$ cat src/sv/wrp_pkg.sv
// ----------------------------------------------------------------------------
// wrp_pkg
// shared beat types, status codes and tag constants for the wave header parser
// ----------------------------------------------------------------------------
package wrp_pkg;

    // result status codes
    localparam logic [1:0] ST_OK       = 2'd0;
    localparam logic [1:0] ST_BAD_RIFF = 2'd1;
    localparam logic [1:0] ST_BAD_WAVE = 2'd2;
    localparam logic [1:0] ST_NO_DATA  = 2'd3;

    // four-character tags as little endian words
    localparam logic [31:0] TAG_RIFF = 32'h4646_4952;
    localparam logic [31:0] TAG_WAVE = 32'h4556_4157;
    localparam logic [31:0] TAG_FMT  = 32'h2074_6D66;
    localparam logic [31:0] TAG_DATA = 32'h6174_6164;

    // format tags that carry the full field set
    localparam logic [15:0] FMT_PCM = 16'h0001;
    localparam logic [15:0] FMT_EXT = 16'hFFFE;

    // riff size counts from the end of the size field
    localparam logic [33:0] RIFF_HDR_BYTES = 34'd8;
    localparam logic [32:0] OFF_MAX        = 33'h1_FFFF_FFFF;

    typedef struct packed {
        logic [7:0] data_byte;
        logic       first_byte;
    } t_in_beat;

    typedef struct packed {
        logic [1:0]  status;
        logic [31:0] riff_size;
        logic [15:0] audio_format;
        logic [15:0] channel_count;
        logic [31:0] sample_rate;
        logic [31:0] byte_rate;
        logic [15:0] block_align;
        logic [15:0] sample_bits;
        logic [31:0] data_size;
        logic [32:0] data_offset;
    } t_out_beat;

endpackage

$ cat src/sv/wrp_in_reg.sv
// ----------------------------------------------------------------------------
// wrp_in_reg
// input register: holds one header byte beat until the parser takes it
// ----------------------------------------------------------------------------
module wrp_in_reg
    import wrp_pkg::*;
(
    input  logic     i_clk,
    input  logic     i_rst_n,
    input  logic     i_valid,
    output logic     o_stall,
    input  t_in_beat i_beat,
    input  logic     i_take,
    output logic     o_valid,
    output t_in_beat o_beat
);

    logic     r_valid;
    logic     n_valid;
    t_in_beat r_beat;
    logic     accept;

    assign o_stall = r_valid && !i_take;
    assign accept  = i_valid && !o_stall;
    assign n_valid = accept || (r_valid && !i_take);

    always_ff @(posedge i_clk) begin
        if (!i_rst_n) begin
            r_valid <= 1'b0;
        end else begin
            r_valid <= n_valid;
        end
    end

    always_ff @(posedge i_clk) begin
        if (accept) begin
            r_beat <= i_beat;
        end
    end

    assign o_valid = r_valid;
    assign o_beat  = r_beat;

endmodule

$ cat src/sv/wrp_parse_core.sv
// ----------------------------------------------------------------------------
// wrp_parse_core
// parse state and the per-byte update; flags a result on the deciding byte
// ----------------------------------------------------------------------------
module wrp_parse_core
    import wrp_pkg::*;
(
    input  logic      i_clk,
    input  logic      i_rst_n,
    input  logic      i_step,
    input  t_in_beat  i_beat,
    output logic      o_res_valid,
    output t_out_beat o_res
);

    typedef enum logic [3:0] {
        PH_IDLE, PH_RIFF_TAG, PH_RIFF_SIZE, PH_WAVE_TAG, PH_CHUNK_ID, PH_CHUNK_SZ,
        PH_FMT_FMT, PH_FMT_CHAN, PH_FMT_RATE, PH_FMT_BRATE, PH_FMT_ALIGN,
        PH_FMT_BITS, PH_SKIP, PH_DONE
    } t_phase;

    t_phase      r_phase, n_phase, cur_phase;
    logic [1:0]  r_idx, n_idx, cur_idx;
    logic [32:0] r_off, n_off, cur_off;
    logic [31:0] r_rem, n_rem;
    logic [31:0] r_tag, n_tag;
    logic [31:0] r_acc, n_acc, cur_acc;
    logic [31:0] r_riff, n_riff;
    logic [15:0] r_fmt, n_fmt;
    logic [15:0] r_chan, n_chan;
    logic [31:0] r_rate, n_rate;
    logic [31:0] r_brate, n_brate;
    logic [15:0] r_align, n_align;
    logic [15:0] r_bits, n_bits;

    logic        first;
    logic        active;
    logic        done2, done4;
    logic        do_end;
    logic        emit;
    logic [1:0]  emit_status;
    logic [31:0] emit_size;
    logic [32:0] emit_off;
    logic [31:0] rem_dec;

    assign first     = i_beat.first_byte;
    assign active    = i_step && (first || (r_phase != PH_IDLE && r_phase != PH_DONE));
    assign cur_phase = first ? PH_RIFF_TAG : r_phase;
    assign cur_idx   = first ? 2'd0 : r_idx;
    assign cur_off   = first ? 33'd0 : r_off;
    assign cur_acc   = first ? 32'd0 : r_acc;
    assign done2     = (cur_idx == 2'd1);
    assign done4     = (cur_idx == 2'd3);
    assign rem_dec   = r_rem - 32'd1;

    always_comb begin
        n_phase     = r_phase;
        n_idx       = r_idx;
        n_off       = r_off;
        n_rem       = first ? 32'd0 : r_rem;
        n_tag       = first ? 32'd0 : r_tag;
        n_acc       = r_acc;
        n_riff      = first ? 32'd0 : r_riff;
        n_fmt       = first ? 16'd0 : r_fmt;
        n_chan      = first ? 16'd0 : r_chan;
        n_rate      = first ? 32'd0 : r_rate;
        n_brate     = first ? 32'd0 : r_brate;
        n_align     = first ? 16'd0 : r_align;
        n_bits      = first ? 16'd0 : r_bits;
        do_end      = 1'b0;
        emit        = 1'b0;
        emit_status = ST_OK;
        emit_size   = 32'd0;
        emit_off    = 33'd0;

        if (active) begin
            n_phase = cur_phase;
            n_off   = (cur_off == OFF_MAX) ? cur_off : cur_off + 33'd1;
            n_idx   = cur_idx + 2'd1;
            case (cur_idx)
                2'd0:    n_acc = {24'd0, i_beat.data_byte};
                2'd1:    n_acc = {cur_acc[31:16], i_beat.data_byte, cur_acc[7:0]};
                2'd2:    n_acc = {cur_acc[31:24], i_beat.data_byte, cur_acc[15:0]};
                default: n_acc = {i_beat.data_byte, cur_acc[23:0]};
            endcase

            case (cur_phase)
                PH_RIFF_TAG: begin
                    if (done4) begin
                        if (n_acc != TAG_RIFF) begin
                            emit        = 1'b1;
                            emit_status = ST_BAD_RIFF;
                        end else begin
                            n_phase = PH_RIFF_SIZE;
                        end
                    end
                end
                PH_RIFF_SIZE: begin
                    if (done4) begin
                        n_riff  = n_acc;
                        n_phase = PH_WAVE_TAG;
                    end
                end
                PH_WAVE_TAG: begin
                    if (done4) begin
                        if (n_acc != TAG_WAVE) begin
                            emit        = 1'b1;
                            emit_status = ST_BAD_WAVE;
                        end else begin
                            n_phase = PH_CHUNK_ID;
                        end
                    end
                end
                PH_CHUNK_ID: begin
                    if (done4) begin
                        n_tag   = n_acc;
                        n_phase = PH_CHUNK_SZ;
                    end
                end
                PH_CHUNK_SZ: begin
                    if (done4) begin
                        if (r_tag == TAG_DATA) begin
                            emit      = 1'b1;
                            emit_size = n_acc;
                            emit_off  = n_off;
                        end else begin
                            n_rem = n_acc;
                            if (n_acc == 32'd0) begin
                                do_end = 1'b1;
                            end else if (r_tag == TAG_FMT) begin
                                n_phase = PH_FMT_FMT;
                            end else begin
                                n_phase = PH_SKIP;
                            end
                        end
                    end
                end
                PH_FMT_FMT, PH_FMT_CHAN, PH_FMT_RATE, PH_FMT_BRATE,
                PH_FMT_ALIGN, PH_FMT_BITS, PH_SKIP: begin
                    // chunk body, remaining count is nonzero here
                    n_rem = rem_dec;
                    case (cur_phase)
                        PH_FMT_FMT: begin
                            if (done2) begin
                                n_fmt = n_acc[15:0];
                                n_idx = 2'd0;
                                if (n_acc[15:0] == FMT_PCM || n_acc[15:0] == FMT_EXT) begin
                                    n_phase = PH_FMT_CHAN;
                                end else begin
                                    n_phase = PH_SKIP;
                                end
                            end
                        end
                        PH_FMT_CHAN: begin
                            if (done2) begin
                                n_chan  = n_acc[15:0];
                                n_idx   = 2'd0;
                                n_phase = PH_FMT_RATE;
                            end
                        end
                        PH_FMT_RATE: begin
                            if (done4) begin
                                n_rate  = n_acc;
                                n_phase = PH_FMT_BRATE;
                            end
                        end
                        PH_FMT_BRATE: begin
                            if (done4) begin
                                n_brate = n_acc;
                                n_phase = PH_FMT_ALIGN;
                            end
                        end
                        PH_FMT_ALIGN: begin
                            if (done2) begin
                                n_align = n_acc[15:0];
                                n_idx   = 2'd0;
                                n_phase = PH_FMT_BITS;
                            end
                        end
                        PH_FMT_BITS: begin
                            if (done2) begin
                                n_bits  = n_acc[15:0];
                                n_idx   = 2'd0;
                                n_phase = PH_SKIP;
                            end
                        end
                        default: begin
                            n_idx = 2'd0;
                        end
                    endcase
                    if (rem_dec == 32'd0) begin
                        do_end = 1'b1;
                    end
                end
                default: begin
                end
            endcase

            // chunk end: stop at the riff end, else look for the next chunk
            if (do_end) begin
                n_idx = 2'd0;
                if ({1'b0, n_off} >= {2'b00, n_riff} + RIFF_HDR_BYTES) begin
                    emit        = 1'b1;
                    emit_status = ST_NO_DATA;
                end else begin
                    n_phase = PH_CHUNK_ID;
                end
            end

            if (emit) begin
                n_phase = PH_DONE;
            end
        end
    end

    always_ff @(posedge i_clk) begin
        if (!i_rst_n) begin
            r_phase <= PH_IDLE;
            r_idx   <= 2'd0;
            r_off   <= 33'd0;
            r_rem   <= 32'd0;
            r_tag   <= 32'd0;
            r_acc   <= 32'd0;
            r_riff  <= 32'd0;
            r_fmt   <= 16'd0;
            r_chan  <= 16'd0;
            r_rate  <= 32'd0;
            r_brate <= 32'd0;
            r_align <= 16'd0;
            r_bits  <= 16'd0;
        end else if (active) begin
            r_phase <= n_phase;
            r_idx   <= n_idx;
            r_off   <= n_off;
            r_rem   <= n_rem;
            r_tag   <= n_tag;
            r_acc   <= n_acc;
            r_riff  <= n_riff;
            r_fmt   <= n_fmt;
            r_chan  <= n_chan;
            r_rate  <= n_rate;
            r_brate <= n_brate;
            r_align <= n_align;
            r_bits  <= n_bits;
        end
    end

    assign o_res_valid         = emit;
    assign o_res.status        = emit_status;
    assign o_res.riff_size     = n_riff;
    assign o_res.audio_format  = n_fmt;
    assign o_res.channel_count = n_chan;
    assign o_res.sample_rate   = n_rate;
    assign o_res.byte_rate     = n_brate;
    assign o_res.block_align   = n_align;
    assign o_res.sample_bits   = n_bits;
    assign o_res.data_size     = emit_size;
    assign o_res.data_offset   = emit_off;

endmodule

$ cat src/sv/wrp_out_reg.sv
// ----------------------------------------------------------------------------
// wrp_out_reg
// result register: holds one result beat until the sink takes it
// ----------------------------------------------------------------------------
module wrp_out_reg
    import wrp_pkg::*;
(
    input  logic      i_clk,
    input  logic      i_rst_n,
    input  logic      i_load,
    input  t_out_beat i_beat,
    output logic      o_room,
    output logic      o_valid,
    input  logic      i_stall,
    output t_out_beat o_beat
);

    logic      r_valid;
    logic      n_valid;
    t_out_beat r_beat;

    assign o_room  = !r_valid || !i_stall;
    assign n_valid = i_load || (r_valid && i_stall);

    always_ff @(posedge i_clk) begin
        if (!i_rst_n) begin
            r_valid <= 1'b0;
        end else begin
            r_valid <= n_valid;
        end
    end

    always_ff @(posedge i_clk) begin
        if (i_load) begin
            r_beat <= i_beat;
        end
    end

    assign o_valid = r_valid;
    assign o_beat  = r_beat;

endmodule

$ cat src/sv/wav_riff_header_parser.sv
// ----------------------------------------------------------------------------
// wav_riff_header_parser
// walks a riff/wave header one byte beat at a time and reports the format
// ----------------------------------------------------------------------------
// throughput: one header byte beat per cycle, sustained while the result register has room
// result path: the deciding byte passes the input register, then the parse step
//   loads the result register, which drives o_out_valid; a full one stalls the byte
// the per-byte parse step between the two registers sets the byte rate
// reset: synchronous active low; parser waits for a first-byte beat, both
//   registers come up empty
module wav_riff_header_parser
    import wrp_pkg::*;
(
    input  logic      i_clk,
    input  logic      i_rst_n,
    // header byte channel
    input  logic      i_in_valid,
    output logic      o_in_stall,
    input  t_in_beat  i_in_data,
    // result channel
    output logic      o_out_valid,
    input  logic      i_out_stall,
    output t_out_beat o_out_data
);

    logic      in_valid;
    t_in_beat  in_beat;
    logic      out_room;
    logic      take;
    logic      res_valid;
    t_out_beat res_beat;

    // byte moves from the input register into the parser only when the
    // result register can take whatever that byte decides
    assign take = in_valid && out_room;

    // input register, lets a new byte land while a result waits
    wrp_in_reg u_in_reg (
        .i_clk   (i_clk),
        .i_rst_n (i_rst_n),
        .i_valid (i_in_valid),
        .o_stall (o_in_stall),
        .i_beat  (i_in_data),
        .i_take  (take),
        .o_valid (in_valid),
        .o_beat  (in_beat)
    );

    // parse state and per-byte update
    wrp_parse_core u_core (
        .i_clk       (i_clk),
        .i_rst_n     (i_rst_n),
        .i_step      (take),
        .i_beat      (in_beat),
        .o_res_valid (res_valid),
        .o_res       (res_beat)
    );

    // result register, at most one result per header
    wrp_out_reg u_out_reg (
        .i_clk   (i_clk),
        .i_rst_n (i_rst_n),
        .i_load  (take && res_valid),
        .i_beat  (res_beat),
        .o_room  (out_room),
        .o_valid (o_out_valid),
        .i_stall (i_out_stall),
        .o_beat  (o_out_data)
    );

endmodule
$ cat config.mk
export PLATFORM = sky130hd
export DESIGN_NAME = wav_riff_header_parser
export DESIGN_NICKNAME = d
export VERILOG_FILES = /design/src/sv/wrp_pkg.sv /design/src/sv/wrp_in_reg.sv /design/src/sv/wrp_parse_core.sv /design/src/sv/wrp_out_reg.sv /design/src/sv/wav_riff_header_parser.sv
export SDC_FILE = /design/constraint.sdc
export NUM_CORES = 1
export LEC_CHECK = 0
export BUFFER_PORTS_ARGS = -buffer_cell sky130_fd_sc_hd__buf_2
export CAP_MARGIN = 20
export CELL_PAD_IN_SITES_DETAIL_PLACEMENT = 0
export CELL_PAD_IN_SITES_GLOBAL_PLACEMENT = 1
export CORE_UTILIZATION = 41
export CTS_CLUSTER_SIZE = 10
export DETAILED_ROUTE_END_ITERATION = 7
export PLACE_DENSITY_LB_ADDON = 0.1
export SLEW_MARGIN = 10
export SYNTH_ARGS = -nofsm -noshare
export SYNTH_HDL_FRONTEND = slang
export SYNTH_SLANG_ARGS = --single-unit
export TNS_END_PERCENT = 20
$ cat constraint.sdc
create_clock -name i_clk -period 18.9 [get_ports i_clk]
set_clock_uncertainty 0.2 [all_clocks]
set_input_delay 3.78 -clock i_clk [delete_from_list [all_inputs] [get_ports i_clk]]
set_output_delay 3.78 -clock i_clk [all_outputs]
set_load 0.005 [all_outputs]
# --- After elaboration in Yosys (flattened, before gate mapping) ---
# Index checks and enable logic that the tools add are counted.
word_totals:
  register_bits: 533
  in_bits: 13
  latchBits: 0
  out_inout_bits: 229
  ramBits: 0
  memories: 0
  mem_bits_ro: 0
op_classes:
  bitwise_logic: 0
  reduce_logical: 24
  n_lt_le_gt_ge: 1
  n_shift: 0
  n_eq_ne: 23
  div_mod_pow: 0
  n_addsub: 4
  multipliers: 0
  n_mux: 99
ops:
  columns: ["cell", "n"]
  rows:
  - ["$mux 32", 23]
  - ["$mux 16", 20]
  - ["$pmux 32 s3", 1]
  - ["$mux 4", 21]
  - ["$mux 33", 2]
  - ["$logic_not 32->1", 2]
  - ["$ne 32x31->1 const B", 2]
  - ["$pmux 32 s2", 1]
  - ["$pmux 4 s6", 2]
  - ["$ge 33x34->1", 1]
  - ["$add 32x4->33 const B", 1]
  - ["$add 33x1->33 const B", 1]
  - ["$eq 33x33->1 const B", 1]
  - ["$eq 32x30->1 const B", 1]
  - ["$eq 32x31->1 const B", 1]
  - ["$sub 32x1->32 const B", 1]
  - ["$eq 4x4->1 const B", 5]
  - ["$mux 2", 9]
  - ["$eq 16x1->1 const B", 1]
  - ["$eq 16x16->1 const B", 1]
  - ["$eq 4x3->1 const B", 4]
  - ["$mux 1", 16]
  - ["$eq 4x2->1 const B", 2]
  - ["$pmux 2 s2", 2]
  - ["other kinds (16)", 30]

# --- Depth between registers and ports, before layout ---
logic_depth:
  ltp_word: 16
  mapped_depth: 33
  ltp_nobuf: 23

# --- By module ---
# A second synthesis with hierarchy kept.
unflattened:
  hier_cells: 2832
  area_unflattened_um2: 25488.2
by_module_without_submodules:
  columns: ["module", "n_inst", "area_per_inst_um2", "cells_per_inst"]
  rows:
  - ["wrp_parse_core", 1, 18306.3, 2586]
  - ["wrp_out_reg", 1, 6851.6, 231]
  - ["wrp_in_reg", 1, 317.8, 13]
  - ["wav_riff_header_parser", 1, 12.5, 2]

# --- Worst setup path before layout ---
# No wires, ideal clock.
synth_path:
  path_kind: "flip-flop to flip-flop"
  from: "register u_in_reg.r_beat, in the netlist u_in_reg.o_beat[0]"
  to: "register u_out_reg.r_beat, in the netlist u_out_reg.o_beat[0] (enable)"
  path_buffers: 10
  stages_incl_launch_ff: 30
  arrival_time_ns: 17.302
  setup_slack_ns: 0.506
  required_ns: 17.807
  path_cell_list: "edfxtp_1 buf_6 inv_1 buf_2 buf_1 clkbuf_1 clkbuf_1 clkbuf_1 buf_1 nand2_1 inv_1 ha_1 buf_4 or4b_1 buf_6 nor2_8 buf_8 nand4_4 a211oi_4 nand4_2 nor3b_1 nand3b_1 xnor2_1 ha_1 nand4_1 nor4_1 a22oi_1 o41ai_1 nand2_1 a21oi_1"
synth_via:
  elab_chain_cells: 14
  elab_cells_between_ends: 52
  cone_classes: "2 x add/sub; 1 x order compare; 17 x eq/ne; 26 x mux; 6 x reduce/logical"
synth_lines:
  columns: ["item", "line", "text"]
  rows:
  - ["from (decl)", "wrp_in_reg.sv:20", "t_in_beat r_beat;"]
  - ["from (signal assigned)", "wrp_in_reg.sv:37", "r_beat <= i_beat;"]
  - ["$mux 2", "wrp_parse_core.sv:49", "assign cur_idx = first ? 2'd0 : r_idx;"]
  - ["$eq 2x2->1, or another cell as far along", "wrp_parse_core.sv:80", "case (cur_idx)"]
  - ["$pmux 32 s3", "wrp_parse_core.sv:80", null]
  - ["$mux 32", "wrp_parse_core.sv:76", "if (active) begin"]
  - ["$mux 32 / $logic_not 32->1 (equally long branches)", "wrp_parse_core.sv:99, wrp_parse_core.sv:128", null]
  - ["$mux 32 / $mux 1 (equally long branches)", "wrp_parse_core.sv:87, wrp_parse_core.sv:128", null]
  - ["$mux 32 / $mux 1 (equally long branches)", "wrp_parse_core.sv:76, wrp_parse_core.sv:122", null]
  - ["$add 32x4->33 / $mux 1 (equally long branches)", "wrp_parse_core.sv:202, wrp_parse_core.sv:121", null]
  - ["$ge 33x34->1 / $pmux 1 s2 (equally long branches)", "wrp_parse_core.sv:202, wrp_parse_core.sv:87", null]
  - ["$mux 1 (on tied branches)", "wrp_parse_core.sv:202, wrp_parse_core.sv:76", null]
  - ["$mux 1", "wrp_parse_core.sv:200", "if (do_end) begin"]
  - ["$mux 1", "wrp_parse_core.sv:76", null]
  - ["$mux 1 *", "wrp_parse_core.sv:76", null]
  - ["$logic_and 1x1->1 *", "wav_riff_header_parser.sv:63", ".i_load (take && res_valid),"]
  - ["via u_out_reg.i_load", "wrp_out_reg.sv:10", "input logic i_load,"]
  - ["to (signal assigned)", "wrp_out_reg.sv:35", "r_beat <= i_beat;"]
  - ["to (decl)", "wrp_out_reg.sv:20", "t_out_beat r_beat;"]
# The timed path passes the listed nets; every way through them passes the cells marked *. The select of a mux whose other input is x is not followed.
# A chain may end at the register's enable or synchronous reset.

# --- Worst setup path in the final report ---
layout_path:
  from: "register u_in_reg.r_beat, in the netlist u_in_reg.o_beat[0]"
  to: "register u_out_reg.r_beat, in the netlist u_out_reg.o_beat[35] (enable)"
# Same word-level chain as after synthesis.

==> flow_summary.json <==
{
  "vias_per_cell": 5.98,
  "async_flop_share_pct": 0,
  "vias": 22582,
  "start_kind": "register",
  "grt-ovfl-total": 0,
  "clk_latency_ps": 650,
  "min_path_type": "register to register",
  "synth_area_um2": 25400,
  "antenna_found_initial": 6,
  "post_cts_resized": 0,
  "cts_root_buf": "clkbuf_16",
  "synth_seq_cells": 533,
  "fin_crit_ps": 9770,
  "switching_share_pct": 26.2,
  "maxCapViolCount": 0,
  "power_density_nw_per_um2": 89.0,
  "hp-start": "u_core.r_fmt[7]",
  "tightest_slew_ps": 1200,
  "synth_edf_count": 236,
  "hpwl_um": 61400,
  "cts_sinks": 533,
  "clockBufferDepth": 3,
  "fin_tns_setup_ps": 0,
  "synth.area.top_cells": "edfxtp_1 28%, dfxtp_1 23%, nor2_1 5.3%",
  "drc": 0,
  "intPower_mw": 1.91,
  "slew_viol_final": 0,
  "setup_viol": 0,
  "reg2reg_slack_ps": 9130,
  "numCtsBuffers": 61,
  "htree_levels": 2,
  "initialDrtViolationCount": 2213,
  "drive_gt1_share_pct": 14.2,
  "worst_ep_required_time_ps": 18970,
  "syn_avg_cell_area_um2": 9.03,
  "synth.largest_area_cell": "edfxtp_1",
  "ant_nets": 0,
  "ioPinCount": 242,
  "worst_ep_arrival_time_ps": 9840,
  "tritoncts": "done",
  "rows": 90,
  "r2r_cells": 22,
  "switchingPower_mw": 0.678,
  "core-area_um2": 60700,
  "rr_startpoint": "u_in_reg.o_beat[0]",
  "seqPwrFrac_pct": 47.8,
  "port_buffers": 241,
  "synth_common_cells": "359 x nor2_1, 353 x nand2_1, 297 x dfxtp_1, 236 x edfxtp_1, 209 x o21ai_0",
  "syn_to_final_growth_pct": 14.6,
  "postCtsSetupRepairBufs": 0,
  "pwr-share-comb_pct": 9.4,
  "n_fill_cell": 5811,
  "finalNetCount": 2999,
  "grt_pass1_vias": 20749,
  "yosysSeqAreaShare_pct": 51.4,
  "fp.dieH_um": 251,
  "crit_type": "register to register",
  "drt_wl_total_um": 92300,
  "synthCells": 2809,
  "reg2reg_to": "u_out_reg.o_beat[35]",
  "cp_max_fo": 112,
  "finalHoldViolations": 0,
  "slew_headroom_pct": 19.9,
  "die_area_um2": 62900,
  "hold-worst-slack_ps": 254,
  "grtUsageTotal_pct": 28.4,
  "clk_pin_slew_ps": 60,
  "finalCritPeriodShare_pct": 51.7,
  "timing.fmax_ghz": 0.102,
  "wl_per_cell_um": 24.4,
  "p_leak_nw": 11.1,
  "cts_hold_buf": 0,
  "grt_max_degree": 123,
  "min_path_cells": 2,
  "grt_pass1_wl_um": 135000,
  "die_w_um": 251,
  "min_to": "u_core.r_fmt[7]",
  "place_congestion": 0.915,
  "critPathLaunch": "u_in_reg.o_beat[0]",
  "syn_nets": 2863,
  "outcome": "finished clean",
  "p_clk_share_pct": 42.8,
  "cp-end-kind": "register",
  "ys.flop_type": "dfxtp_1",
  "rsz0062_at_grt": "false",
  "firstDrtPassIters": 6,
  "yosys.area.top_type_share_pct": 27.9,
  "initial_core_util_pct": 41.8,
  "synth.most_common_cell": "nor2_1",
  "ys_types": 86,
  "vdd.ir_drop.worst_v": 0.0000726,
  "yosys_warnings": 0
}
through the flow:
step	worst slack (ps)	cell area (µm²)	util, %	power (mW)	instances
after global placement	9500	27200	44.8	1.49	3659
after detailed placement	9210	27200	44.8	1.50	3662
after CTS	9180	29000	47.9	2.60	3776
after global routing	8310	29100	47.9	2.67	3778
final	9130	29100	47.9	2.59	3779
after floorplan	506	25400	-	1.41	2809
registers in the layout, summed over array words and instances, names as in the netlist, 16 cells and up:
| signal | count |
|---|---|
| u_core.r_fmt | 16 |
| u_core.r_rem | 32 |
| u_core.r_acc | 32 |
| u_core.r_align | 16 |
| u_core.r_rate | 32 |
| u_core.r_chan | 16 |
| u_core.r_brate | 32 |
| u_core.r_riff | 32 |
| u_core.r_off | 33 |
| u_core.r_tag | 32 |
| u_core.r_bits | 16 |
| u_out_reg.o_beat | 227 |
power by group through the flow:
stage               combinational (mW)  clock (mW)  sequential [mW]
floorplan                        0.157           0             1.25
global placement                 0.236           0             1.26
detailed placement               0.238           0             1.26
CTS                              0.239        1.13             1.23
global route                     0.261        1.17             1.24
finish                           0.243        1.11             1.24
layout make-up:
cell class | count | area, µm² | share of cell area [%]
Clock buffer | 105 | 1710 | 5.89
Tap cell | 782 | 978 | 3.37
Clock inverter | 9 | 121 | 0.418
Sequential cell | 533 | 13000 | 44.8
Timing Repair Buffer | 310 | 1730 | 5.94
Multi-Input combinational cell | 2015 | 11400 | 39.2
Inverter | 24 | 100 | 0.344
Antenna cell | 1 | 2.50 | 0.00861
critical path, cell delays in order (launching register included):
cell,delay [ps]
edfxtp_1,450
inv_6,660
nand2_1,240
inv_1,170
ha_1,460
buf_4,390
or4b_1,680
nor2_8,440
nand2_1,90
o21ai_0,240
nand4_1,420
nor3b_1,700
nand3b_1,170
xnor2_1,170
ha_1,310
nand4_1,170
nor4_1,310
a22oi_1,120
o41ai_1,750
nand2_1,260
a21oi_4,210
buf_4,690
buf_4,770
logic make-up (layout without fill, tap and decap cells):
logic type      count (synthesis)  count (layout)  synth area share [%]
xor+xnor                       71              71                  2.45
flops                         533             533                  51.4
mux                            18              18                 0.740
simple gates                 1149            1149                  21.0
other cells                     0               1                     0
fa+ha+maj                      41              41                  2.02
compound gates                736             736                  18.4
buf+inv                       261             448                  4.05
per-layer routing:
layer / track usage, % / part of all wire, % / up-vias / routed length (µm)
li1: - / - / 10434 / -
met1: 40.4 / 45 / 11107 / 41700
met2: 43.9 / 44 / 885 / 41000
met3: 4.67 / 7.2 / 154 / 6640
met4: 9.34 / 3.1 / 2 / 2830
met5: 0 / 0.014 / - / 13
placed cells by master, fill, tap and decap left out, types with 65 or more instances in the layout:
master	count
nor2_1	359
nand2_1	353
dfxtp_1	297
buf_2	243
edfxtp_1	236
o21ai_0	208
a21oi_1	190
nand3_1	158
a22oi_1	88
buf_4	65
worst max-delay path by stage:
stage,endpoint,depth (start not counted)
3_5_place_dp,u_out_reg.o_beat[187],22
5_1_grt,u_out_reg.o_beat[35],22
6_report,u_out_reg.o_beat[35],22
4_1_cts,u_out_reg.o_beat[12],22
2_1_floorplan,u_out_reg.o_beat[0],29
3_3_place_gp,u_out_reg.o_beat[178],22
Power figures use the tool's default switching activity.
